===== config.mk =====
export PLATFORM = sky130hd
export DESIGN_NAME = cmac_cell
export DESIGN_NICKNAME = d
export VERILOG_FILES = /design/src/design/cmac_pkg.sv /design/src/design/cmac_cell.sv
export SDC_FILE = /design/constraint.sdc
export NUM_CORES = 2
export LEC_CHECK = 0
export BUFFER_PORTS_ARGS = -buffer_cell sky130_fd_sc_hd__buf_2
export CAP_MARGIN = 30
export CELL_PAD_IN_SITES_DETAIL_PLACEMENT = 1
export CELL_PAD_IN_SITES_GLOBAL_PLACEMENT = 1
export CORE_AREA = 2 2 312 314
export DETAILED_ROUTE_END_ITERATION = 10
export DIE_AREA = 0 0 314 316
export GPL_ROUTABILITY_DRIVEN = 0
export PLACE_DENSITY = 0.69
export RECOVER_POWER = 25
export SYNTH_ARGS = -nofsm -noshare
export SYNTH_HDL_FRONTEND = slang
export SYNTH_SLANG_ARGS = --single-unit

===== constraint.sdc =====
create_clock -name i_clk -period 14.7 [get_ports i_clk]
set_clock_uncertainty 0.2 [all_clocks]
set_input_delay 0.735 -clock i_clk [delete_from_list [all_inputs] [get_ports i_clk]]
set_output_delay 0.735 -clock i_clk [all_outputs]
set_load 0.02 [all_outputs]

===== src/design/cmac_pkg.sv =====
// ----------------------------------------------------------------------------
// cmac_pkg
// shared types and constants of the covariance matrix accumulator
// ----------------------------------------------------------------------------
package cmac_pkg;

    localparam int MAX_COLUMNS = 8;
    localparam int COL_W       = 3;
    localparam int CFG_W       = 4;
    localparam int SAMPLE_W    = 16;
    localparam int PROD_W      = 2 * SAMPLE_W;
    localparam int SUM_W       = 48;
    localparam int COV_W       = 32;
    localparam int DIVD_W      = SUM_W + 1;
    localparam int MAX_ROWS    = 65536;

    localparam logic [CFG_W-1:0] COLS_MIN   = CFG_W'(2);
    localparam logic [CFG_W-1:0] COLS_MAX   = CFG_W'(MAX_COLUMNS);
    localparam logic [CFG_W-1:0] COLS_RESET = CFG_W'(8);

    typedef struct packed {
        logic signed [SAMPLE_W-1:0] sample;
        logic                       last_of_set;
    } t_in;

    typedef struct packed {
        logic [COL_W-1:0]        row_index;
        logic [COL_W-1:0]        col_index;
        logic signed [COV_W-1:0] covariance;
        logic                    too_few_rows;
        logic                    last_entry;
    } t_out;

    // sample travelling down the cell chain
    typedef struct packed {
        logic                       valid;
        logic                       last;
        logic [COL_W-1:0]           col;
        logic signed [SAMPLE_W-1:0] x;
    } t_tok;

endpackage


===== src/design/cmac_cell.sv =====
// ----------------------------------------------------------------------------
// cmac_cell
// one chain cell: holds one row sample and the sums of its matrix row
// ----------------------------------------------------------------------------
module cmac_cell #(
    parameter logic [cmac_pkg::COL_W-1:0] CELL_IDX = '0
) (
    input  logic                        i_clk,
    input  logic                        i_rst_n,
    input  logic                        i_clear,
    input  cmac_pkg::t_tok              i_tok,
    output cmac_pkg::t_tok              o_tok,
    input  logic [cmac_pkg::COL_W-1:0]  i_rd_col,
    output logic [cmac_pkg::SUM_W-1:0]  o_rd_data
);
    import cmac_pkg::*;

    logic signed [SAMPLE_W-1:0] r_rb;
    logic signed [PROD_W-1:0]   r_prod;
    t_tok                       r_tok;
    logic signed [SUM_W-1:0]    r_acc [MAX_COLUMNS];

    logic signed [SAMPLE_W-1:0] w_mul_a;
    logic signed [SUM_W:0]      w_sum;
    logic signed [SUM_W-1:0]    w_sat;

    // own column uses the fresh sample
    assign w_mul_a = (i_tok.col == CELL_IDX) ? i_tok.x : r_rb;

    always_comb begin
        w_sum = {r_acc[r_tok.col][SUM_W-1], r_acc[r_tok.col]}
              + (SUM_W+1)'(r_prod);
        if (w_sum[SUM_W] != w_sum[SUM_W-1]) begin
            w_sat = w_sum[SUM_W] ? {1'b1, {(SUM_W-1){1'b0}}} : {1'b0, {(SUM_W-1){1'b1}}};
        end else begin
            w_sat = w_sum[SUM_W-1:0];
        end
    end

    always_ff @(posedge i_clk) begin
        if (i_tok.valid && i_tok.col == CELL_IDX) begin
            r_rb <= i_tok.x;
        end
        r_prod <= w_mul_a * i_tok.x;
    end

    always_ff @(posedge i_clk) begin
        if (!i_rst_n) begin
            r_tok <= '0;
        end else begin
            r_tok <= i_tok;
        end
    end

    always_ff @(posedge i_clk) begin
        if (!i_rst_n || i_clear) begin
            for (int k = 0; k < MAX_COLUMNS; k++) begin
                r_acc[k] <= '0;
            end
        end else if (r_tok.valid && r_tok.col >= CELL_IDX) begin
            r_acc[r_tok.col] <= w_sat;
        end
    end

    assign o_tok     = r_tok;
    assign o_rd_data = r_acc[i_rd_col];

endmodule


Word level (Yosys, flattened, before mapping)
Memories as Yosys holds them, arrays and structs flattened. A register that Yosys moved wholly into a read port is not among the register bits.
Cells that the tools add are included.
{"block": "word_totals", "ram_bits": 384, "latch_bits": 0, "ff_bits": 69, "n_memories": 1, "mem_bits_ro": 0}
{"name": "r_acc", "words": 8, "width": 48, "read_ports": 2, "rd_ports_with_merged_regs": 1, "wr": 8, "line": "cmac_cell.sv:21", "text": "logic signed [SUM_W-1:0] r_acc [MAX_COLUMNS];"}
{"block": "classes", "mux": 12, "addsub": 1, "div": 0, "bitwise": 0, "magnitude_cmp": 1, "n_reduce_logical": 6, "n_mul": 1, "shifts": 0, "n_eq_ne": 1}
{"cell": "48-bit two-way mux", "n": 3}
{"cell": "48-bit by 32-bit adder with 49-bit output", "n": 1}
{"cell": "48-bit OR reduction", "n": 1}
{"cell": "16-bit by 16-bit multiplier with 32-bit output", "n": 1}
{"cell": "16-bit two-way mux", "n": 1}
{"cell": "1-bit two-way mux", "n": 6}
{"cell": "3-bit two-way mux", "n": 2}
{"cell": "3-bit by 1-bit greater-or-equal comparator with 1-bit output (second input constant)", "n": 1}
{"cell": "3-bit zero test", "n": 1}
{"cell": "1-bit logical AND", "n": 2}
{"cell": "1-bit zero test", "n": 1}
{"cell": "1-bit logical OR", "n": 1}
{"cell": "1-bit != test", "n": 1}

Depth between registers and ports, before layout
{"block": "logic_depth", "depth_word": 7, "ltp_mapped": 26}

Worst setup path before layout
OpenSTA, ideal clock, no wires.
{"block": "synth_timing", "path_type": "input -> register", "start": "input i_tok[18] (netlist name)", "end": "register r_prod[30]", "path_stages": 23, "setup_ps": 72, "required_time_ps": 14428, "t_arrival_ps": 7681, "slack_ps": 6747, "path_cell_list": "nor3_1 > clkbuf_1 > mux2_2 > clkbuf_1 > and2_1 > fa_1 > inv_1 > fa_1 > fa_1 > fa_1 > inv_1 > fa_1 > fa_1 > ha_1 > a21o_1 > a21o_1 > a21o_1 > a211oi_1 > o41ai_1 > a2111oi_0 > o31ai_1 > a21oi_1 > xnor2_1"}
{"block": "synth_between", "elab_chain_len": 3}
{"element": "start, declared", "line": "cmac_cell.sv:11", "text": "input cmac_pkg::t_tok i_tok,"}
{"element": "3-bit zero test", "line": "cmac_cell.sv:28", "text": "assign w_mul_a = (i_tok.col == CELL_IDX) ? i_tok.x : r_rb;"}
{"element": "16-bit two-way mux", "line": "cmac_cell.sv:28"}
{"element": "16-bit by 16-bit multiplier with 32-bit output", "line": "cmac_cell.sv:44", "text": "r_prod <= w_mul_a * i_tok.x;"}
{"element": "end signal, assigned", "line": "cmac_cell.sv:44"}
{"element": "end, declared", "line": "cmac_cell.sv:19", "text": "logic signed [PROD_W-1:0] r_prod;"}
Every way passes these cells.
A chain may end at the register's enable or synchronous reset.

Final worst setup path
Same ends and word-level chain as after synthesis.

==> flow_summary.ini <==
[run_status]
status = complete, but fails checks
violations = capacitance limit, slew limit

[grt]
grt_pass1_vias = 26173
grt_max_degree = 61
globalRoute.totalOverflow = 0
gr-usage-met3_pct = 3.04
grt_use_met1_pct = 28.8
grtUsageTotal_pct = 21.7
antenna_found_initial = 1
grt_pass1_wl_um = 162000
grt_use_met2_pct = 37.2
busiest_layer = met2

[floorplanning]
floorplan.initialDensity_pct = 34.8
rows = 114
ioPinCount = 96
dieHeight_um = 316
die_w_um = 314
fp.dieArea_um2 = 99200
core-area_um2 = 96000

[critical_path]
regToRegSetupSlack_ns = 7.70
cp_slowest_cell = clkbuf_1
path_cells = buf_2 -> nor3_1 -> clkbuf_1 -> mux2_2 -> and2_1 -> fa_1 -> inv_1 -> fa_1 -> fa_1 -> fa_1 -> inv_1 -> fa_1 -> fa_1 -> ha_1 -> a21o_1 -> a21o_1 -> a21o_1 -> a211oi_1 -> o41ai_1 -> a2111oi_0 -> dlymetal6s2s_1 -> o31ai_1 -> a21oi_1 -> xnor2_1
cp_common_cell = fa_1
reg2reg_from = r_rb[7]
timing.rr.end = r_prod[30]
max_stage_delay_ns = 1.24
path_max_fanout = 34
cp.arrival_ns = 8.83
worstRegToRegCells = 21
worst_setup_path_end_kind = register
start_kind = primary input
critical_path_class = in2reg
crit_required_ns = 15.08

[placed_design]
post-dp-hpwl_um = 70600
dp_cells = 4225
post_dp_cell_area_um2 = 35000
port_buffers = 95

[clocking]
clockBufferDepth = 3
htree_levels = 2
cts_resized = 0
cts_buffers = 54
cts_tree = yes
ctsHoldBuffers = 0
clk_pin_slew_worst_paths_ns = 0.06
cts_setup_buffers = 0
root_buffer = clkbuf_16
cts_sinks = 453
clk_latency_ns = 0.65

[cells_and_area]
finalNonFillerCells = 4328
design_area_um2 = 36800
nets = 3426
drive_gt1_share_pct = 13.2
diodes = 0
fin_util_pct = 38.4
areaGrowthSynthToFinish_pct = 10.3

[sta]
timing.final.crit_period_ns = 8.45
rsz0062_at_grt = false
fmax_mhz = 118
min_period_over_period_pct = 57.5
drv_slew = 131
hold_viol = 0
fin_setup_tns_ns = 0
worst_pin_slew_ns = 2.90
setup_viol = 0
slew_headroom_pct = -93.5

[drt]
drc_errors = 0
drtIter0Drc = 2173
routed-via-count = 24152
drtAntennaViolNets = 0
viasPerCell = 5.58
wl_per_cell_um = 24.9
drt_pass1_iterations = 5
wirelength_um = 108000

[min_path]
hold_path_depth = 2
hp-start = i_tok[19]
min_to = o_tok[19]
hold_class = in2reg

[synth]
synth_edf_count = 400
synth_cell_type_count = 73
syn_area_um2 = 33400
yosysSeqAreaShare_pct = 39.2
synthFlopType = edfxtp_1
yosysWarnings = 0
syn_inst = 2995
syn_avg_cell_area_um2 = 11.1
ys_seq_elements = 453
synthArstFlopShare_pct = 0
syn_nets = 3415

[run]
cap_violations = 4

[power]
power.total_mw = 8.43
seq_power_share_pct = 19.7
switching_power_mw = 3.91
intPower_mw = 4.51
power_frac_clock_pct = 16.6
power_leakage_nw = 15.5
pwr-share-comb_pct = 63.7
switching_share_pct = 46.4
worst_ir_drop_vdd_mv = 0.199
power.density_nw_per_um2 = 229
==> cells by family (layout without fill, tap and decap cells) <==
| logic type | after synthesis | in the layout | synth area share (%) |
|---|---|---|---|
| muxes | 159 | 159 | 8.60 |
| AOI/OAI and AO/OA | 468 | 468 | 9.98 |
| adders and majority gates | 396 | 396 | 20.7 |
| and+or+nand+nor | 967 | 967 | 13.9 |
| DFF | 453 | 453 | 39.2 |
| xor gates and xnor gates | 73 | 73 | 1.92 |
| buffers and inverters | 479 | 536 | 5.75 |
==> power groups by stage <==
stage                     clock (mW)  combinational [mW]  sequential [mW]
after floorplan                    0                4.10             1.64
after global placement             0                5.21             1.68
after detailed placement           0                5.35             1.68
after CTS                       1.42                5.38             1.65
after global routing            1.47                6.03             1.67
final                           1.40                5.37             1.66
==> cell usage in the layout (no fill, tap or decap), types with 13 or more instances in the layout <==
| cell | netlist | final |
|---|---|---|
| a21o_1 | 56 | 48 |
| a21oi_1 | 79 | 79 |
| a22oi_1 | 192 | 192 |
| and2_0 | 0 | 14 |
| and2_1 | 135 | 121 |
| buf_2 | 44 | 55 |
| buf_4 | 0 | 26 |
| clkbuf_1 | 111 | 49 |
| clkbuf_16 | 0 | 55 |
| clkinv_1 | 0 | 13 |
| dfxtp_1 | 53 | 53 |
| edfxtp_1 | 400 | 400 |
| fa_1 | 263 | 263 |
| ha_1 | 130 | 130 |
| inv_1 | 307 | 307 |
| mux2_2 | 62 | 61 |
| mux4_2 | 96 | 96 |
| nand2_1 | 186 | 186 |
| nand3_1 | 17 | 17 |
| nand4_1 | 62 | 62 |
| nor2_1 | 444 | 442 |
| nor2_4 | 33 | 35 |
| nor2b_1 | 18 | 18 |
| nor3_1 | 16 | 15 |
| o21a_1 | 14 | 14 |
| o21ai_0 | 41 | 41 |
| xnor2_1 | 48 | 48 |
| xor2_1 | 25 | 25 |
==> sequential cells by signal, indices dropped and copies added, names as in the netlist <==
register  cells
r_rb         16
r_acc       384
o_tok        21
r_prod       32
==> Yosys cell counts, types with 18 or more instances <==
library cell	n	area [µm²]
dfxtp_1	53	1060
nand2_1	186	698
nor2b_1	18	113
nor2_4	33	372
o21ai_0	41	205
edfxtp_1	400	12000
nor2_1	444	1670
a22oi_1	192	1440
xor2_1	25	219
mux4_2	96	2160
clkbuf_1	111	417
ha_1	130	1630
a21oi_1	79	395
fa_1	263	5270
buf_2	44	220
inv_1	307	1150
xnor2_1	48	420
a21o_1	56	420
nand4_1	62	388
mux2_2	62	698
and2_1	135	845
==> worst max path at each step <==
stage	depth (start not counted)	end	slack (ns)	from
final	24	r_prod[30]	6.25	i_tok[18]
after global routing	24	r_prod[28]	5.86	i_tok[18]
after CTS	23	r_prod[30]	6.78	i_tok[18]
after detailed placement	23	r_prod[30]	6.08	i_tok[18]
after global placement	23	r_prod[30]	6.36	i_tok[18]
after floorplan	23	r_prod[30]	6.75	i_tok[18]
==> metrics by stage <==
stage	setup WS (ns)	hold slack (ns)
2_1_floorplan	6.75	0.258
3_5_place_dp	6.08	0.516
6_report	6.25	0.0919
3_3_place_gp	6.36	0.500
4_1_cts	6.78	0.0461
5_1_grt	5.86	0.0731
==> routing by layer <==
metal / up-vias / share of wire, %
met4: 0 / 2.5
met1: 12641 / 43
li1: 10471 / -
met2: 855 / 48
met3: 185 / 6.6
met5: - / 0
==> critical path, delay by kind of cell <==
kind	cells	cell delay [ns]
adders and majority gates	7	3.36
buffers and inverters	5	1.68
muxes	1	0.58
and+or+nand+nor	2	0.41
xor gates and xnor gates	1	0.14
AOI/OAI and AO/OA	8	1.89
==> cell type report <==
class                           count  area [µm²]
Clock buffer                       67        1490
Clock inverter                     35         363
Fill cell                       10493       59200
Inverter                          307        1150
Multi-Input combinational cell   2063       18500
Sequential cell                   453       13100
Tap cell                         1276        1600
Timing Repair Buffer              127         659
No activity file was read; power rests on OpenSTA's default activity.
