## src/design/cmac_pkg.sv

```systemverilog
// ----------------------------------------------------------------------------
// cmac_pkg
// shared types and constants of the covariance matrix accumulator
// ----------------------------------------------------------------------------
package cmac_pkg;

    localparam int MAX_COLUMNS = 8;
    localparam int COL_W       = 3;
    localparam int CFG_W       = 4;
    localparam int SAMPLE_W    = 16;
    localparam int PROD_W      = 2 * SAMPLE_W;
    localparam int SUM_W       = 48;
    localparam int COV_W       = 32;
    localparam int DIVD_W      = SUM_W + 1;
    localparam int MAX_ROWS    = 65536;

    localparam logic [CFG_W-1:0] COLS_MIN   = CFG_W'(2);
    localparam logic [CFG_W-1:0] COLS_MAX   = CFG_W'(MAX_COLUMNS);
    localparam logic [CFG_W-1:0] COLS_RESET = CFG_W'(8);

    typedef struct packed {
        logic signed [SAMPLE_W-1:0] sample;
        logic                       last_of_set;
    } t_in;

    typedef struct packed {
        logic [COL_W-1:0]        row_index;
        logic [COL_W-1:0]        col_index;
        logic signed [COV_W-1:0] covariance;
        logic                    too_few_rows;
        logic                    last_entry;
    } t_out;

    // sample travelling down the cell chain
    typedef struct packed {
        logic                       valid;
        logic                       last;
        logic [COL_W-1:0]           col;
        logic signed [SAMPLE_W-1:0] x;
    } t_tok;

endpackage

```

## src/design/cmac_div.sv

```systemverilog
// ----------------------------------------------------------------------------
// cmac_div
// restoring divider, one quotient bit per cycle
// ----------------------------------------------------------------------------
module cmac_div #(
    parameter int ROW_W = 17
) (
    input  logic                         i_clk,
    input  logic                         i_rst_n,
    input  logic                         i_start,
    input  logic [cmac_pkg::DIVD_W-1:0]  i_num,
    input  logic [ROW_W-1:0]             i_den,
    output logic                         o_done,
    output logic [cmac_pkg::DIVD_W-1:0]  o_quo
);
    import cmac_pkg::*;

    localparam int CNT_W = $clog2(DIVD_W + 1);

    logic [DIVD_W-1:0] r_quo;
    logic [ROW_W-1:0]  r_rem;
    logic [ROW_W-1:0]  r_den;
    logic [CNT_W-1:0]  r_cnt;
    logic              r_busy;
    logic              r_done;

    logic [ROW_W:0]    w_try;
    logic [ROW_W:0]    w_diff;
    logic              w_ge;

    assign w_try  = {r_rem, r_quo[DIVD_W-1]};
    assign w_diff = w_try - {1'b0, r_den};
    assign w_ge   = (w_try >= {1'b0, r_den});

    always_ff @(posedge i_clk) begin
        if (i_start) begin
            r_quo <= i_num;
            r_rem <= '0;
            r_den <= i_den;
        end else if (r_busy) begin
            r_quo <= {r_quo[DIVD_W-2:0], w_ge};
            r_rem <= w_ge ? w_diff[ROW_W-1:0] : w_try[ROW_W-1:0];
        end
    end

    always_ff @(posedge i_clk) begin
        if (!i_rst_n) begin
            r_busy <= 1'b0;
            r_done <= 1'b0;
            r_cnt  <= '0;
        end else begin
            r_done <= 1'b0;
            if (i_start) begin
                r_busy <= 1'b1;
                r_cnt  <= CNT_W'(DIVD_W);
            end else if (r_busy) begin
                r_cnt <= r_cnt - 1'b1;
                if (r_cnt == CNT_W'(1)) begin
                    r_busy <= 1'b0;
                    r_done <= 1'b1;
                end
            end
        end
    end

    assign o_done = r_done;
    assign o_quo  = r_quo;

endmodule

```

## config.mk

```make
export PLATFORM = sky130hd
export DESIGN_NAME = cmac_div
export DESIGN_NICKNAME = d
export VERILOG_FILES = /design/src/design/cmac_pkg.sv /design/src/design/cmac_div.sv
export SDC_FILE = /design/constraint.sdc
export NUM_CORES = 1
export LEC_CHECK = 0
export ABC_AREA = 1
export BUFFER_PORTS_ARGS = -buffer_cell sky130_fd_sc_hd__buf_2
export CORE_MARGIN = 4
export CORE_UTILIZATION = 30
export DETAILED_ROUTE_END_ITERATION = 8
export SYNTH_ARGS = -nofsm -noshare
export SYNTH_HDL_FRONTEND = slang
export SYNTH_SLANG_ARGS = --single-unit
```

## constraint.sdc

```tcl
create_clock -name i_clk -period 2.8 [get_ports i_clk]
set_input_delay 0.28 -clock i_clk [delete_from_list [all_inputs] [get_ports i_clk]]
set_output_delay 0.28 -clock i_clk [all_outputs]
set_load 0.01 [all_outputs]
```

=== Yosys cells after proc, flatten, opt, wreduce, memory -nomap -nowiden ===
Cells that the tools add are included.

* Bits of input ports: 69
* Output and inout bits: 50
* Register bits: 91
* Word-level logic and storage cells: 25

* Mux-type cells: 9
* Add/subtract/negate cells: 2
* Magnitude comparators: 1
* Reduce and logical (&&, ||, !) cells: 3
* Equality and inequality tests: 1
* Bitwise gates (word level): 2

{| class="wikitable"
|+ Operators by type and width
! kind !! count
|-
| 2-to-1 mux 49 bit || 2
|-
| greater-or-equal comparator 18 x 17 -> 1 bit || 1
|-
| 2-to-1 mux 17 bit || 1
|-
| subtractor 17 bit || 1
|-
| 2-to-1 mux 6 bit || 2
|-
| == test 6 x 1 -> 1 bit (second input constant) || 1
|-
| subtractor 6 x 1 -> 6 bit (second input constant) || 1
|-
| 2-to-1 mux 1 bit || 4
|-
| OR reduction 3 bit || 1
|-
| inverter 1 bit || 2
|-
| nonzero test 2 bit || 1
|-
| OR reduction 2 bit || 1
|}

=== Logic depth before layout (Yosys ltp) ===
Gate-level depths: netlist of the first run.

* Depth in word-level cells: 4
* Depth in mapped cells: 15
* Depth with buffers taken out: 15

=== Least setup slack after synthesis of the first run ===
Ideal clock, no wire load.

* Kind: input-to-reg
* Start: input i_start
* End: register r_quo[0], in the netlist o_quo[0], enable pin
* Data required time: 2392 ps
* Path buffers: 1
* Setup time: 408 ps
* Data arrival time: 1612 ps
* Stages: 3
* Slack: 780 ps
* Path through: clkbuf_1 -> nor2_1 -> inv_1

* Cells in the longest elaborated chain, start to end: 1

{| class="wikitable"
|+ RTL lines
! element !! line !! source
|-
| start, declared || cmac_div.sv:10 || <nowiki>input logic i_start,</nowiki>
|-
| nonzero test 2 bit (no line) || -- ||
|-
| end signal, assigned || cmac_div.sv:37 || <nowiki>r_quo <= i_num;</nowiki>
|-
| end signal, assigned || cmac_div.sv:41 || <nowiki>r_quo <= {r_quo[DIVD_W-2:0], w_ge};</nowiki>
|-
| end, declared || cmac_div.sv:20 || <nowiki>logic [DIVD_W-1:0] r_quo;</nowiki>
|}

Every way passes these cells.
A chain may end at the register's enable or synchronous reset.

=== Worst setup path in the final report of the first run ===
* Start: register r_quo[48], in the netlist o_quo[48]
* End: register r_rem[2]

* Cells in the longest elaborated chain, start to end: 2
* Elaborated cells on any way between the ends: 3
* Classes of those cells: add/sub (1); order compare (1); mux (1)

{| class="wikitable"
|+ RTL lines
! element !! line !! source
|-
| subtractor 17 bit / greater-or-equal comparator 18 x 17 -> 1 bit (equally long branches) || cmac_div.sv:32, cmac_div.sv:33 ||
|-
| 2-to-1 mux 17 bit (*) || cmac_div.sv:42 || <nowiki>r_rem <= w_ge ? w_diff[ROW_W-1:0] : w_try[ROW_W-1:0];</nowiki>
|-
| end signal, assigned || cmac_div.sv:42 ||
|-
| end, declared || cmac_div.sv:21 || <nowiki>logic [ROW_W-1:0] r_rem;</nowiki>
|}

Mark *: on every way between the ends. The rest lies on a longest branch, timed or not.

==> metrics.md, run 1 <==
| Metric | Value |
|---|---|
| Sw Ratio | 26.9% |
| Slowest CP cell | fa_1 |
| Die Y | 136 um |
| Area growth from synthesis to layout | 22.2% |
| Final Hold Fails | 0 |
| Port Buf Inserts | 118 |
| GRT overflow | 0 |
| Power Total | 3.36 mW |
| Post-Synth Simple-Gate Area | 31.5% |
| Routed Antenna Nets | 0 |
| Max-cap violations | 0 |
| Status | finished, final reports clean |
| Largest net degree at the start of global routing | 52 |
| Critical Path Sink Type | flop |
| First-pass GRT wire length | 20700 um |
| Via count | 4191 |
| Largest family of logic cells by synthesized area | simple AND/OR/NAND/NOR gates |
| Initial Util | 30.9% |
| Post-synthesis sequential area ratio | 50.2% |
| NetSw | 0.903 mW |
| Critical Path AT | 2.71 ns |
| Worst-path clk slew | 0.07 ns |
| CTS tree | done |
| Vias in the first global route | 4078 |
| Antenna diode count | 0 |
| Layout cells sized above 1 | 20.7% |
| Dominant synthesized flop cell | edfxtp_1 |
| Fmax | 408 MHz |
| Dpl cells | 943 |
| FF+latch count, synth | 91 |
| Crit Path Max Fanout | 20 |
| Worst Slack Setup Final | 0.351 ns |
| Initial antenna violation count | 0 |
| Finished Core Util | 37.8% |
| DR vias/cell | 4.37 |
| Crit path max-delay family | simple AND/OR/NAND/NOR gates |
| Slowest stage delay, CP | 0.44 ns |
| Leak Pwr | 3.13 nW |
| Syn Inst Count | 623 |
| DRT iter0 DRCs | 209 |
| DR pass1 iterations | 5 |
| Post-CTS Hold Buffers | 0 |
| Drt drc | 0 |
| Max VDD drop | 0.357 mV |
| Cts bufs inserted | 9 |
| Syn Std Cell Area | 4940 um^2 |
| Seq pwr share | 48.6% |
| Die Width | 136 um |
| Setup TNS | 0 ns |
| Nets | 827 |
| Crit path buffers/inverters | 2 |
| Hpwl dp | 9490 um |
| Post-Route WL | 12700 um |
| Setup Buffers After CTS | 0 |
| Syn_nets | 712 |
| Number of I/O pins | 119 |
| Final cell count without fillers | 959 |
| CTS resizes | 0 |
| Slew @ Worst Pin | 1.28 ns |
| Fraction of registers with async set/reset | 0% |
| RSZ-0062 raised after global routing | no |
| Min cycle time layout | 2.45 ns |
| Full die area | 18600 um^2 |
| Power share of the clock group | 37.6% |
| Post-route clock period utilization | 87.5% |
| Root buf cell | clkbuf_16 |
| P per Cell Area | 556 nW/um^2 |
| Placeable Area | 16000 um^2 |
| Clock Path Buffers | 2 |
| Critical Path RT | 3.06 ns |
| H-tree depth | 3 |
| Worst-skew pair later-pin latency | 0.35 ns |
| Slew margin rel. | 14.5% |
| Post-place setup slack | 0.367 ns |
| Worst clock skew | 0.0102 ns |
| Row count | 46 |
| Synth unique cells | 32 |
| Routed WL per cell | 13.2 um |
| Internal Power | 2.46 mW |
| Mux contribution to synthesized area | 0% |
| Post-synthesis adder-cell area fraction | 5.21% |
| Clock Sink Count | 91 |
| WS Path Type | reg -> reg |
| Min-delay worst type | in -> reg |
| Synth warn | 0 |
| Worst setup SP type | flop |
| Logic pwr share | 13.8% |
| Syn Area/Cell | 7.94 um^2 |
| DP Area | 5740 um^2 |
| Global placement routability congestion | 0.836 |
| Post-synth EDFFs | 66 |
| Fin area | 6040 um^2 |
| Post-synthesis compound-gate area fraction | 3.16% |
| Xor and xnor area share after synthesis | 1.42% |
| Critical-path cell list | inv_1 > ha_1 > inv_1 > fa_1 > nand3_1 > nand3_2 > nand2_2 > nand2_2 > nand2_1 > nand3_1 > o21ai_0 |
| Final hold slack | 0.102 ns |
| Final setup violation count | 0 |
| GR Util All Layers | 14.3% |
| Max Slew Vio Count | 0 |
[cells in the final DEF, fill, tap and decap left out, types with 2 or more instances in the layout]
master	instances
a21oi_1	9
nor2_1	24
buf_4	4
buf_2	118
nor3_1	4
xnor2_1	6
nor2_2	3
inv_1	80
inv_2	2
o21ai_0	11
edfxtp_1	66
ha_1	19
nand4_1	2
nand2_1	282
dfxtp_1	25
nand3_1	40
nand3_2	3
clkbuf_16	9
o21ai_2	2
nand2_2	5
xor2_1	2
inv_6	2
nand3b_1	10
a211oi_1	2
a31oi_1	2
[area by class of cell]
| cell class | instances | area [um^2] |
|---|---|---|
| clock buffers | 10 | 229 |
| clock inverters | 6 | 71.3 |
| fillers | 1740 | 9960 |
| inverters | 82 | 308 |
| multi-input cells | 431 | 2040 |
| flip-flops and latches | 91 | 2480 |
| well taps | 216 | 270 |
| repair buffers | 123 | 641 |
[flip-flops by register name, indices dropped and copies added (netlist names)]
| signal | count |
|---|---|
| o_quo | 49 |
| r_den | 17 |
| r_rem | 17 |
| r_cnt | 6 |
| o_done | 1 |
| r_busy | 1 |
[metal layers]
layer,vias up,share of wire (%),global-route usage (%)
met5,-,0,0
met4,0,1.0,3.36
met3,9,9.1,6.14
met2,133,46,23.2
met1,1859,44,17.6
li1,2190,-,-
[worst reg2reg max path: cells and delay by family (launching register included)]
family                   cells  cell delay [ns]
AND/OR/NAND/NOR              6             1.11
adder cells (fa/ha/maj)      2             0.59
flip-flops                   1             0.38
buffers and inverters        2             0.16
AO/OA/AOI/OAI                1             0.12
[cell families after synthesis]
logic type | after synthesis
simple gates | 376
flops | 91
xor+xnor | 8
buf+inv | 101
compound gates | 27
fa+ha+maj | 20
[path summary, 6_finish.rpt]
check                 start   endpoint  slack [ns]  depth (start not counted)
setup / recovery  o_quo[48]   r_rem[2]        0.35                         11
hold / removal    i_den[11]  r_den[11]        0.10                          1
setup reg to reg  o_quo[48]   r_rem[2]        0.35                         11
hold reg to reg   r_rem[16]  r_rem[16]        0.47                          2
[synthesized netlist by cell type, drive strengths merged, types with 4 or more instances]
master | instances | area share [%]
a21oi | 9 | 0.91
xnor2 | 6 | 1.1
nand3b | 10 | 1.5
inv | 82 | 6.2
nand2 | 287 | 22
nand3 | 43 | 4.7
ha | 19 | 4.8
buf | 8 | 1.5
nor2 | 27 | 2.2
clkbuf | 11 | 0.84
dfxtp | 25 | 10
edfxtp | 66 | 40
o21ai | 13 | 1.5
nor3 | 4 | 0.40
[power by group through the flow]
| stage | clock, mW | combinational [mW] | sequential (mW) |
|---|---|---|---|
| finish | 1.26 | 0.463 | 1.63 |
| global route | 1.35 | 0.530 | 1.65 |
| CTS | 1.31 | 0.472 | 1.63 |
| detailed placement | 0 | 0.473 | 1.66 |
| global placement | 0 | 0.471 | 1.66 |
| floorplan | 0 | 0.231 | 1.69 |
Note: power is estimated with default switching activity, not from simulation.
==> inputs of run 2 (changes only) <==
--- a/config.mk
+++ b/config.mk
@@ -5,7 +5,6 @@
 export SDC_FILE = /design/constraint.sdc
 export NUM_CORES = 1
 export LEC_CHECK = 0
-export ABC_AREA = 1
 export BUFFER_PORTS_ARGS = -buffer_cell sky130_fd_sc_hd__buf_2
 export CORE_MARGIN = 4
 export CORE_UTILIZATION = 30
==> run 2 against run 1 <==
Flip-flop and latch count stayed put. Hold slack better by 0.014 ns. First-iteration DRC count is 6.2% lower. Die area is 5.9% lower. Combinational power is 13% higher. Non-clock buffer count is 9 higher. Utilization is 0.40 points higher. Register-to-register slack worse by 0.14 ns. Final cell count is 26% lower. Critical path type unchanged. Highest routed layer unchanged.
==> metrics.md, run 2 <==
| Metric | Value |
|---|---|
| Hold_sp | i_den[1] (was i_den[11]) |
| Post-route clock period utilization | 92.5% (was 87.5%) |
| Clock Path Buffers | 2 (unchanged) |
| First-pass GRT wire length | 18700 um (was 20700 um) |
| Slowest stage delay, CP | 0.40 ns (was 0.44 ns) |
| Filler Cells Inserted | 1427 (was 1740) |
| Dominant synthesized flop cell | edfxtp_1 (unchanged) |
| Min cycle time layout | 2.59 ns (was 2.45 ns) |
| Cell taking the most area after synthesis | edfxtp_1 (unchanged) |
| Worst-skew pair later-pin latency | 0.34 ns (was 0.35 ns) |
| NetSw | 0.842 mW (was 0.903 mW) |
| Power share of the clock group | 35.4% (was 37.6%) |
| Hpwl dp | 8370 um (was 9490 um) |
| Root buf cell | clkbuf_16 (unchanged) |
| Placeable Area | 15100 um^2 (was 16000 um^2) |
| Register area | 2480 um^2 (unchanged) |
| Commonest non-fill, non-tap cell in the layout | buf_2 (was nand2_1) |
| Slew margin rel. | 56.6% (was 14.5%) |
| DRT iter0 DRCs | 196 (was 209) |
| Setup Buffers After CTS | 0 (unchanged) |
| Crit path buffers/inverters | 2 (unchanged) |
| Max Slew Vio Count | 0 (unchanged) |
| Slowest CP cell | fa_1 (unchanged) |
| FF+latch count, synth | 91 (unchanged) |
| DR vias/cell | 4.89 (was 4.37) |
| WHS Endpoint | r_den[1] (was r_den[11]) |
| Routed Antenna Nets | 0 (unchanged) |
| Die Y | 132 um (was 136 um) |
| Critical Path RT | 3.07 ns (was 3.06 ns) |
| Critical Path AT | 2.86 ns (was 2.71 ns) |
| H-tree depth | 3 (unchanged) |
| Layout cells sized above 1 | 38.5% (was 20.7%) |
| RR Startpoint | o_quo[48] (unchanged) |
| RSZ-0062 raised after global routing | no (unchanged) |
| Setup TNS | 0 ns (unchanged) |
| Crit path max-delay family | compound AO/OA/AOI/OAI gates (was simple AND/OR/NAND/NOR gates) |
| Min-Delay Path Depth | 1 (unchanged) |
| Slew @ Worst Pin | 0.651 ns (was 1.28 ns) |
| Min-delay worst type | in -> reg (unchanged) |
| Cts bufs inserted | 9 (unchanged) |
| Most common cell in the synthesized netlist | edfxtp_1 (was nand2_1) |
| Critical-path cell list | inv_1 > ha_1 > inv_1 > fa_1 > a21o_1 > a221oi_4 > nor2_1 > a211o_1 > a221o_1 > o21ai_1 (was inv_1 > ha_1 > inv_1 > fa_1 > nand3_1 > nand3_2 > nand2_2 > nand2_2 > nand2_1 > nand3_1 > o21ai_0) |
| Area occupied by multi-input gates | 1970 um^2 (was 2040 um^2) |
| Post-CTS Hold Buffers | 0 (unchanged) |
| Syn_nets | 479 (was 712) |
| Die Width | 132 um (was 136 um) |
| Fraction of registers with async set/reset | 0% (unchanged) |
| Port Buf Inserts | 118 (unchanged) |
| GR Util All Layers | 13.2% (was 14.3%) |
| Global placement routability congestion | 0.925 (was 0.836) |
| Drt drc | 0 (unchanged) |
| Sw Ratio | 25.1% (was 26.9%) |
| Full die area | 17500 um^2 (was 18600 um^2) |
| Clock Sink Count | 91 (unchanged) |
| Seq pwr share | 48.9% (was 48.6%) |
| Antenna diode count | 0 (unchanged) |
| Crit Path Max Fanout | 4 (was 20) |
| DR pass1 iterations | 5 (unchanged) |
| Syn Area/Cell | 11.9 um^2 (was 7.94 um^2) |
| Critical R2R Capture | r_rem[16] (was r_rem[2]) |
| Max VDD drop | 0.290 mV (was 0.357 mV) |
| Synth warn | 0 (unchanged) |
| Routed WL per cell | 16.0 um (was 13.2 um) |
| Syn Inst Count | 390 (was 623) |
| Post-synth top cells | 66 x edfxtp_1, 49 x mux2_2, 25 x dfxtp_1, 25 x inv_1, 23 x nand2_1 (was 282 x nand2_1, 81 x inv_1, 66 x edfxtp_1, 40 x nand3_1, 25 x dfxtp_1) |
| P per Cell Area | 580 nW/um^2 (was 556 nW/um^2) |
| Final setup violation count | 0 (unchanged) |
| Status | finished, final reports clean (unchanged) |
| Post-synth EDFFs | 66 (unchanged) |
| Max-cap violations | 0 (unchanged) |
| Final hold slack | 0.116 ns (was 0.102 ns) |
| Critical Path Sink Type | flop (unchanged) |
| Worst-path clk slew | 0.06 ns (was 0.07 ns) |
| Initial Util | 30.6% (was 30.9%) |
| Final Hold Fails | 0 (unchanged) |
| Top cell type's share of synthesized area | 42.8% (was 40.1%) |
| Synth unique cells | 51 (was 32) |
| Fmax | 386 MHz (was 408 MHz) |
| Nets | 604 (was 827) |
| Worst setup SP type | flop (unchanged) |
| CTS tree | done (unchanged) |
| Row count | 45 (was 46) |
| Leak Pwr | 2.42 nW (was 3.13 nW) |
| Worst Reg2Reg Path Length in Cells | 10 (was 11) |
| Top cells by area, synth | edfxtp_1 43%, mux2_2 12%, dfxtp_1 11%, ha_1 5.1%, nand3_1 2.4% (was edfxtp_1 40%, nand2_1 21%, dfxtp_1 10%, inv_1 6.1%, ha_1 4.8%) |
| Logic pwr share | 15.6% (was 13.8%) |
| Worst clock skew | 0.00730 ns (was 0.0102 ns) |
| CP most frequent cell | inv_1 |
| Syn Std Cell Area | 4630 um^2 (was 4940 um^2) |
| Largest register FFs | 49 (unchanged) |
| GRT overflow | 0 (unchanged) |
| Post-Route WL | 11300 um (was 12700 um) |
| Commonest non-fill, non-tap cells in the layout | 118 x buf_2, 66 x edfxtp_1, 49 x mux2_2 (was 282 x nand2_1, 118 x buf_2, 80 x inv_1) |
| Via count | 3463 (was 4191) |
| Number of I/O pins | 119 (unchanged) |
| CTS resizes | 0 (unchanged) |
| Vias in the first global route | 3742 (was 4078) |
| Initial antenna violation count | 0 (unchanged) |
| Post-synthesis sequential area ratio | 53.6% (was 50.2%) |
| Worst reg2reg setup slack | 0.21 ns (was 0.35 ns) |
| Largest net degree at the start of global routing | 78 (was 52) |
| Internal Power | 2.51 mW (was 2.46 mW) |
| Area growth from synthesis to layout | 24.7% (was 22.2%) |
| WS Path Type | reg -> reg (unchanged) |
## run 2: cell count changes in the layout (fill, tap and decap cells not counted), sizes merged, moves of 7 or more
cell    previous run  this run
nand2            287        24
nor2              27        19
nand3b            10         0
mux2               0        49
a21o               0         9
nand3             43        22
a21oi              9        20
a32oi              0         7
buf              123       132
inv               85        25
## run 2: metal layers
layer  part of all wire, %  track usage, %  wire (um)
met1                    43            16.5       4930
met2                    47            21.4       5300
met3                   8.6            4.69        979
met4                   1.2            4.45        138
met5                     0               0          0
## run 2: area by class of cell
class                   instances  share of cell area [%]
flip-flops and latches         91                    43.0
multi-input cells             256                    34.2
repair buffers                132                    12.3
well taps                     188                    4.07
clock buffers                  10                    3.96
inverters                      25                    1.62
clock inverters                 6                   0.974
## run 2: cells by family (layout without fill, tap and decap cells)
kind of cell | Yosys count | after routing | synth area share, %
and+or+nand+nor | 87 | 87 | 9.16
DFF | 91 | 91 | 53.6
adders and majority gates | 20 | 20 | 5.56
buffers and inverters | 43 | 173 | 4.08
xor gates and xnor gates | 16 | 16 | 3.02
muxes | 49 | 49 | 11.9
AOI/OAI and AO/OA | 84 | 84 | 12.7
## run 2: worst max path at each step
stage,startpoint,depth (start not counted),to
2_1_floorplan,o_quo[48],9,o_quo[0]
3_3_place_gp,o_quo[48],10,r_rem[16]
3_5_place_dp,o_quo[48],10,r_rem[16]
4_1_cts,o_quo[48],11,r_rem[10]
5_1_grt,o_quo[48],10,r_rem[16]
6_report,o_quo[48],10,r_rem[16]
## run 2: worst reg2reg max path, stage by stage (launching register included)
cell      delay [ns]
edfxtp_1        0.38
inv_1           0.07
ha_1            0.15
inv_1           0.06
fa_1            0.40
a21o_1          0.24
a221oi_4        0.29
nor2_1          0.15
a211o_1         0.34
a221o_1         0.35
o21ai_1         0.12
## run 2: metrics by stage
stage	setup WS (ns)	util [%]	cell area [um^2]	instances	total power [mW]
5_1_grt	0.0372	38.2	5780	708	3.51
6_report	0.209	38.2	5780	708	3.35
4_1_cts	0.142	38.1	5770	708	3.38
3_3_place_gp	0.237	36.2	5480	692	2.18
2_1_floorplan	0.182	-	4630	390	1.97
3_5_place_dp	0.170	36.2	5480	692	2.19
## run 2: power groups by stage
stage               logic, mW  clock network [mW]  registers [mW]
floorplan               0.279                   0            1.69
global placement        0.516                   0            1.66
detailed placement      0.525                   0            1.67
CTS                     0.527                1.21            1.64
global route            0.581                1.27            1.65
finish                  0.524                1.19            1.64
